### src/rtl/tbi_pkg.sv
package tbi_pkg;

  localparam int WORD_W = 32;

  // input word commands
  localparam logic [1:0] CMD_WR_FIRST  = 2'd0;
  localparam logic [1:0] CMD_WR_SECOND = 2'd1;
  localparam logic [1:0] CMD_WR_ENTRY  = 2'd2;
  localparam logic [1:0] CMD_QUERY     = 2'd3;

  // result status codes
  localparam logic [1:0] ST_OK   = 2'd0;
  localparam logic [1:0] ST_SPAN = 2'd1;
  localparam logic [1:0] ST_SAT  = 2'd2;

  // config register indexes
  localparam logic [1:0] CFG_FIRST_COUNT  = 2'd0;
  localparam logic [1:0] CFG_SECOND_COUNT = 2'd1;
  localparam logic [1:0] CFG_SWAP_AXES    = 2'd2;

  // serial unit lengths
  localparam int MUL_DIGIT = 8;
  localparam int MUL_STEPS = 4;
  localparam int DIV_STEPS = 34;

  typedef logic [3:0] op_t;

  localparam op_t OP_NONE   = 4'd0;
  localparam op_t OP_ACCEPT = 4'd1;
  localparam op_t OP_PICK   = 4'd2;
  localparam op_t OP_MDEN   = 4'd3;
  localparam op_t OP_STEP   = 4'd4;
  localparam op_t OP_SAVE   = 4'd5;
  localparam op_t OP_CORNER = 4'd6;
  localparam op_t OP_MT     = 4'd7;
  localparam op_t OP_ACC    = 4'd8;
  localparam op_t OP_DIVS   = 4'd9;
  localparam op_t OP_DSTEP  = 4'd10;
  localparam op_t OP_ROUND  = 4'd11;
  localparam op_t OP_ERR    = 4'd12;
  localparam op_t OP_OUT    = 4'd13;

  typedef struct packed {
    op_t        op;
    logic [1:0] corner;
  } dp_cmd_t;

  typedef struct packed {
    logic srch_done;
    logic zero_span;
  } dp_stat_t;

endpackage

### src/rtl/tbi_ctrl.sv
module tbi_ctrl (
  input  logic               clk,
  input  logic               rst,
  input  logic               in_valid,
  output logic               in_ready,
  input  logic               in_is_query,
  output logic               out_valid,
  input  logic               out_ready,
  output tbi_pkg::dp_cmd_t   cmd,
  input  tbi_pkg::dp_stat_t  stat
);
  import tbi_pkg::*;

  localparam logic [3:0] S_IDLE = 4'd0;
  localparam logic [3:0] S_SRCH = 4'd1;
  localparam logic [3:0] S_PICK = 4'd2;
  localparam logic [3:0] S_CHK  = 4'd3;
  localparam logic [3:0] S_MDEN = 4'd4;
  localparam logic [3:0] S_SAVE = 4'd5;
  localparam logic [3:0] S_CRN  = 4'd6;
  localparam logic [3:0] S_MAB  = 4'd7;
  localparam logic [3:0] S_MTS  = 4'd8;
  localparam logic [3:0] S_MT   = 4'd9;
  localparam logic [3:0] S_ACC  = 4'd10;
  localparam logic [3:0] S_DIVS = 4'd11;
  localparam logic [3:0] S_DIV  = 4'd12;
  localparam logic [3:0] S_RND  = 4'd13;
  localparam logic [3:0] S_FIN  = 4'd14;

  logic [3:0] state, state_next;
  logic [5:0] cnt, cnt_next;
  logic [1:0] corner, corner_next;
  logic       mul_last, div_last;

  assign mul_last = (cnt == 6'(MUL_STEPS - 1));
  assign div_last = (cnt == 6'(DIV_STEPS - 1));
  assign in_ready = (state == S_IDLE);

  always_comb begin
    state_next  = state;
    cnt_next    = cnt + 6'd1;
    corner_next = corner;
    cmd.op      = OP_NONE;
    cmd.corner  = corner;
    case (state)
      S_IDLE: begin
        if (in_valid) begin
          cmd.op = OP_ACCEPT;
          if (in_is_query) state_next = S_SRCH;
        end
      end
      S_SRCH: if (stat.srch_done) state_next = S_PICK;
      S_PICK: begin
        cmd.op = OP_PICK;
        state_next = S_CHK;
      end
      S_CHK: begin
        cnt_next = '0;
        if (stat.zero_span) begin
          cmd.op = OP_ERR;
          state_next = S_FIN;
        end else begin
          cmd.op = OP_MDEN;
          state_next = S_MDEN;
        end
      end
      S_MDEN: begin
        cmd.op = OP_STEP;
        if (mul_last) state_next = S_SAVE;
      end
      S_SAVE: begin
        cmd.op = OP_SAVE;
        corner_next = '0;
        state_next = S_CRN;
      end
      S_CRN: begin
        cmd.op = OP_CORNER;
        cnt_next = '0;
        state_next = S_MAB;
      end
      S_MAB: begin
        cmd.op = OP_STEP;
        if (mul_last) state_next = S_MTS;
      end
      S_MTS: begin
        cmd.op = OP_MT;
        cnt_next = '0;
        state_next = S_MT;
      end
      S_MT: begin
        cmd.op = OP_STEP;
        if (mul_last) state_next = S_ACC;
      end
      S_ACC: begin
        cmd.op = OP_ACC;
        if (corner == 2'd3) begin
          state_next = S_DIVS;
        end else begin
          corner_next = corner + 2'd1;
          state_next = S_CRN;
        end
      end
      S_DIVS: begin
        cmd.op = OP_DIVS;
        cnt_next = '0;
        state_next = S_DIV;
      end
      S_DIV: begin
        cmd.op = OP_DSTEP;
        if (div_last) state_next = S_RND;
      end
      S_RND: begin
        cmd.op = OP_ROUND;
        state_next = S_FIN;
      end
      S_FIN: begin
        if (!out_valid || out_ready) begin
          cmd.op = OP_OUT;
          state_next = S_IDLE;
        end
      end
      default: state_next = S_IDLE;
    endcase
  end

  always_ff @(posedge clk) begin
    if (rst) begin
      state     <= S_IDLE;
      cnt       <= '0;
      corner    <= '0;
      out_valid <= 1'b0;
    end else begin
      state  <= state_next;
      cnt    <= cnt_next;
      corner <= corner_next;
      if (cmd.op == OP_OUT) out_valid <= 1'b1;
      else if (out_ready)   out_valid <= 1'b0;
    end
  end

endmodule

### config.mk
export PLATFORM = sky130hd
export DESIGN_NAME = tbi_ctrl
export DESIGN_NICKNAME = d
export VERILOG_FILES = /design/src/rtl/tbi_pkg.sv /design/src/rtl/tbi_ctrl.sv
export SDC_FILE = /design/constraint.sdc
export NUM_CORES = 1
export LEC_CHECK = 0
export ABC_AREA = 0
export BUFFER_PORTS_ARGS = -buffer_cell sky130_fd_sc_hd__buf_2
export CORE_UTILIZATION = 49
export DETAILED_ROUTE_END_ITERATION = 6
export PLACE_DENSITY_LB_ADDON = 0.08
export SKIP_LAST_GASP = 1
export SYNTH_ARGS = -nofsm -noshare
export SYNTH_HDL_FRONTEND = slang
export SYNTH_SLANG_ARGS = --single-unit
### constraint.sdc
create_clock -name clk -period 1.9 [get_ports clk]
set_clock_uncertainty 0.2 [all_clocks]
set_input_delay 0.19 -clock clk [delete_from_list [all_inputs] [get_ports clk]]
set_output_delay 0.19 -clock clk [all_outputs]
set_load 0.01 [all_outputs]
==> impl_metrics.ini, run 1 <==
[power]
pwr_density_cell_nw_per_um2 = 747.8
p_total_mw = 0.8290
power_leakage_nw = 0.4609
peakVddDrop_v = 0.0004805

[logic_synthesis]
syn_inst = 116
postSynthNetCount = 126
synth_cell_types = 40
yosysMostFrequentCell = nor2_1
avgSynthCellArea_sq_um = 7.701
synth_edf_count = 0
synth_top_area_cell = dfxtp_1
ys_seq_area_share_pct = 29.13
synth_top_area_share_pct = 29.13
syn_area_sq_um = 893.4
synth-seq-cells = 13
synthFlopType = dfxtp_1
ys_warn_count = 0
synth.area.top_cells = dfxtp_1 (29%), nor2_1 (7.6%), a21oi_1 (5.0%), ha_1 (4.2%), nand2_1 (4.2%)
synth_common_cells = nor2_1 (18), dfxtp_1 (13), nand2_1 (10), a21oi_1 (9), inv_1 (8)
synthArstFlopShare_pct = 0

[sta]
slew_headroom_pct = 75.71
timing.final.crit_period_ps = 1814
rsz0062_at_grt = true
timing.final.crit_share_pct = 95.49
worst_slew_pin_slew_ps = 359.3
clock.fmax_ghz = 0.5512
setup_viol = 0
holdWs_ps = 90.77
final_max_slew_viol_count = 0
hold_viol_final = 0
fin_setup_tns_ps = 0

[critical_path]
cp.arrival_ps = 1420
cp_slowest_cell = dfxtp_4
reg2reg_to = state[2]$_SDFFE_PP0P_
crit_end = cmd[3]
r2r_start = state[1]$_SDFFE_PP0P_
crit_path_start_kind = flop
cp-startpoint = state[3]$_SDFFE_PP0P_
cp_top_family = buffers and inverters
required_ps = 1510
path_max_fanout = 7
crit_chain = buf_8, buf_4, nor2_1, nand3_1, o221ai_1, buf_2
r2r_slack_ps = 120
endpoint_kind = output pin
slowest_delay_ps = 380
path_class = flop to output pin
cp_num_buf_inv = 3
worst-path-stages = 6
r2r_cells = 5

[placement]
placed_cell_area_sq_um = 1016
place_congestion = 0.9433
portBuffers = 14
post-dp-hpwl_microns = 1530

[worst_hold_path]
hp-class = primary input to flop
whs_path_depth = 3

[clocking]
htree_levels = 1
clock_sinks = 13
clockBufferDepth = 2
cts_buffers = 3
clkLatencyLatePin_ps = 290
clkTransAtPathRegs_ps = 80
clock-root-buffer = clkbuf_4
tritoncts = built

[detailed_routing]
vias = 919
drt-pass1-iter-count = 4
wire_per_inst_microns = 13.18
ant_nets = 0
wl_microns = 2162
drtIter0Drc = 39
via_per_inst = 5.604
drcViolationCount = 0

[layout]
final_layout_size_suffix_gt1_share_pct = 29.50
synthToLayoutAreaGrowth_pct = 24.09
design_area_sq_um = 1109
antenna-diode-count = 0
fill_cells = 161
fin_nets = 150

[floorplanning]
start_util_pct = 51.74
rows = 15
die_w_microns = 44.70
core_area_sq_um = 1727
fp.dieH_microns = 44.70
pin_count = 15
dieArea_sq_um = 1998

[global_routing]
grt_pass1_wl_microns = 3401
grt_antenna_before_repair = 0
track_usage_pct = 23.97
grt_max_degree = 13
grt_overflow = 0
grt_pass1_vias = 768

[job]
cap_violations = 0

[run_status]
status = finished, final reports clean
[cell type report]
cell class                      instances  area, sq um  share of cell area [%]
Inverter                                8        30.03                   2.709
Sequential cell                        13        272.8                   24.61
Tap cell                               25        31.28                   2.822
Clock inverter                          1        5.005                  0.4515
Timing Repair Buffer                   26        177.7                   16.03
Multi-Input combinational cell         88        569.3                   51.35
Clock buffer                            3        22.52                   2.032
[cell usage in the layout (no fill, tap or decap), types with 2 or more instances in the layout]
cell type  netlist  final
nor2_1          18     18
dfxtp_1         13      9
buf_4            0      8
inv_2            0      2
dfxtp_4          0      3
xnor2_1          3      3
nand2_1         10     10
o32ai_1          2      2
xor2_1           2      2
a21oi_1          9      9
ha_1             3      3
buf_2            4     14
o21ai_0          5      5
nand3_1          6      6
clkbuf_4         0      3
nor3_1           3      3
buf_6            1      2
inv_1            8      6
a311o_1          3      3
[worst min-delay path: cells and delay by family]
kind            cells  cell delay, ps
simple gates        1             180
compound gates      1              90
buf+inv             1              70
[per-stage QoR]
step | setup slack, ps | util (%) | cells
CTS | -53.76 | 61.45 | 161
detailed placement | 75.22 | 58.84 | 156
global route | -31.71 | 64.20 | 164
global placement | 85.39 | 58.84 | 156
floorplan | 217.6 | - | 116
finish | 85.73 | 64.20 | 164
[where the power goes]
| part | internal, mW | total [mW] | switching [mW] |
|---|---|---|---|
| clock | 0.0783 | 0.181 | 0.103 |
| combinational | 0.143 | 0.321 | 0.178 |
| sequential | 0.293 | 0.327 | 0.0337 |
[repair_timing]
item	4_1_cts	5_1_grt
gates resized for setup	5	10
pin swaps	0	0
buffers inserted	0	3
hold endpoints to repair	5	0
endpoints found under the setup margin	3	3
hold buffers	1	0
[logic make-up (layout without fill, tap and decap cells)]
| group | Yosys count | count (layout) | share of synthesized area (%) |
|---|---|---|---|
| xor gates and xnor gates | 5 | 5 | 4.903 |
| AOI/OAI and AO/OA | 33 | 33 | 28.01 |
| buffers and inverters | 15 | 38 | 7.702 |
| adders and majority gates | 3 | 3 | 4.202 |
| DFF | 13 | 13 | 29.13 |
| and+or+nand+nor | 46 | 46 | 24.93 |
| muxes | 1 | 1 | 1.120 |
[registers in the layout, indices dropped and copies added, names as in the netlist]
register and cells:
cnt 6, state 4, corner 2, out_valid 1
[metal layers]
| metal | global-route usage, % | up-vias | wire length [microns] |
|---|---|---|---|
| li1 | - | 462 | - |
| met1 | 34.09 | 412 | 1041 |
| met2 | 33.53 | 41 | 949 |
| met3 | 5.200 | 4 | 134 |
| met4 | 13.33 | 0 | 37 |
| met5 | 0 | - | 0 |
[worst min path at each step]
stage,from,endpoint
floorplan,cnt[0]$_SDFF_PP0_,cnt[0]$_SDFF_PP0_
global placement,cnt[0]$_SDFF_PP0_,cnt[0]$_SDFF_PP0_
detailed placement,cnt[0]$_SDFF_PP0_,cnt[0]$_SDFF_PP0_
CTS,stat[0],state[1]$_SDFFE_PP0P_
global route,out_ready,out_valid$_SDFFE_PP0P_
finish,out_ready,out_valid$_SDFFE_PP0P_
Note: power is estimated with default switching activity, not from simulation.
==> run 2, diff against run 1 <==
- PLACE_DENSITY: unset -> 0.79
- PLACE_DENSITY_LB_ADDON: 0.08 -> unset
==> impl_metrics.ini, run 2 (same netlist as run 1, synthesis figures left out) <==
[sta]
worst_slew_pin_slew_ps = 356.1
timing.final.crit_share_pct = 98.88
setup_viol = 0
timing.final.crit_period_ps = 1879
holdWs_ps = 168.2
fin_setup_tns_ps = 0
final_max_slew_viol_count = 0
clock.fmax_ghz = 0.5323
hold_viol_final = 0
fin_ws_ps = 21.19
rsz0062_at_grt = true
slew_headroom_pct = 75.93

[critical_path]
required_ps = 1510
crit_path_start_kind = flop
path_max_fanout = 16
cp-startpoint = state[1]$_SDFFE_PP0P_
r2r_start = state[3]$_SDFFE_PP0P_
reg2reg_to = state[3]$_SDFFE_PP0P_
crit_chain = buf_6, nor2b_2, a31oi_1, a21oi_1, buf_2
cp_top_family = flip-flops
crit_end = cmd[2]
worst-path-stages = 5
r2r_slack_ps = 100
path_class = flop to output pin
endpoint_kind = output pin
cp.arrival_ps = 1490
cp_num_buf_inv = 2
slowest_delay_ps = 400
r2r_cells = 6
cp_slowest_cell = dfxtp_2

[clocking]
tritoncts = built
clkTransAtPathRegs_ps = 80
clock_sinks = 13
cts_buffers = 3
clock-root-buffer = clkbuf_4
clkLatencyLatePin_ps = 280
htree_levels = 1
clockBufferDepth = 2

[detailed_routing]
drcViolationCount = 0
drt-pass1-iter-count = 4
vias = 917
wl_microns = 2143
drtIter0Drc = 37
ant_nets = 0
via_per_inst = 5.558
wire_per_inst_microns = 12.99

[layout]
final_common_cell = nor2_1
fin_nets = 151
top_register = cnt
final_cell_mix = nor2_1 (18), buf_2 (14), nand2_1 (10)
largest_reg_flops = 6
synthToLayoutAreaGrowth_pct = 25.07
antenna-diode-count = 0
final_layout_size_suffix_gt1_share_pct = 28.57
reg_top3 = cnt x6, state x4, corner x2

[job]
cap_violations = 0

[power]
p_total_mw = 0.8235
peakVddDrop_v = 0.0005091
power_leakage_nw = 0.4663
pwr_density_cell_nw_per_um2 = 737.0

[floorplanning]
dieArea_sq_um = 1998
fp.dieH_microns = 44.70
start_util_pct = 51.74
core_area_sq_um = 1727
die_w_microns = 44.70
rows = 15
pin_count = 15

[placement]
place_congestion = 0.9482
portBuffers = 14
post-place-ws_ps = 112.4
post-dp-hpwl_microns = 1446

[global_routing]
grt_overflow = 0
grt_pass1_vias = 756
track_usage_pct = 20.87
grt_pass1_wl_microns = 3056
grt_antenna_before_repair = 0
grt_max_degree = 17

[worst_hold_path]
hp-start = stat[0]
hp-class = primary input to flop

[run_status]
status = finished, final reports clean
[run 2: final cells by class]
type	count	area, sq um
Tap cell	25	31.28
Sequential cell	13	272.8
Clock inverter	1	5.005
Timing Repair Buffer	27	181.4
Fill cell	161	609.3
Inverter	8	30.03
Multi-Input combinational cell	88	574.3
Clock buffer	3	22.52
[run 2: layer usage]
metal / global-route usage (%) / vias to the layer above / part of all wire [%]
li1: - / 461 / -
met1: 28.54 / 421 / 45
met2: 32.35 / 33 / 50
met3: 1.200 / 2 / 4.6
met4: 12.73 / 0 / 0.56
met5: 0 / - / 0
[run 2: per-stage QoR]
stage / util [%] / std cells / area, sq um
CTS: 61.74 / 162 / 1066
finish: 64.71 / 165 / 1117
floorplan: - / 116 / 893.4
global placement: 59.28 / 157 / 1023
detailed placement: 59.28 / 157 / 1023
global route: 64.71 / 165 / 1117
[run 2: where the power goes]
part	internal, mW	switching (mW)
Combinational	0.140	0.177
Sequential	0.295	0.0358
Clock	0.0780	0.0979
[run 2: worst min-delay path, delay by kind of cell]
| family | cells | cell delay [ps] |
|---|---|---|
| AO/OA/AOI/OAI | 2 | 220 |
| buffers and inverters | 1 | 120 |
| AND/OR/NAND/NOR | 1 | 80 |
[run 2: worst min path at each step]
stage | slack (ps) | cells after the start | endpoint
3_3_place_gp | 250 | 1 | cnt[0]$_SDFF_PP0_
3_5_place_dp | 260 | 1 | cnt[0]$_SDFF_PP0_
4_1_cts | 150 | 3 | out_valid$_SDFFE_PP0P_
5_1_grt | 190 | 3 | out_valid$_SDFFE_PP0P_
6_report | 170 | 4 | state[1]$_SDFFE_PP0P_
2_1_floorplan | 230 | 1 | cnt[0]$_SDFF_PP0_
[run 2: repair_timing]
action | CTS | global route
setup endpoints to repair | 3 | 3
hold buffers | 1 | 0
setup buffers | 0 | 3
endpoints found under the hold margin | 5 | 0
gates resized for setup | 4 | 8
cloned | 0 | 0
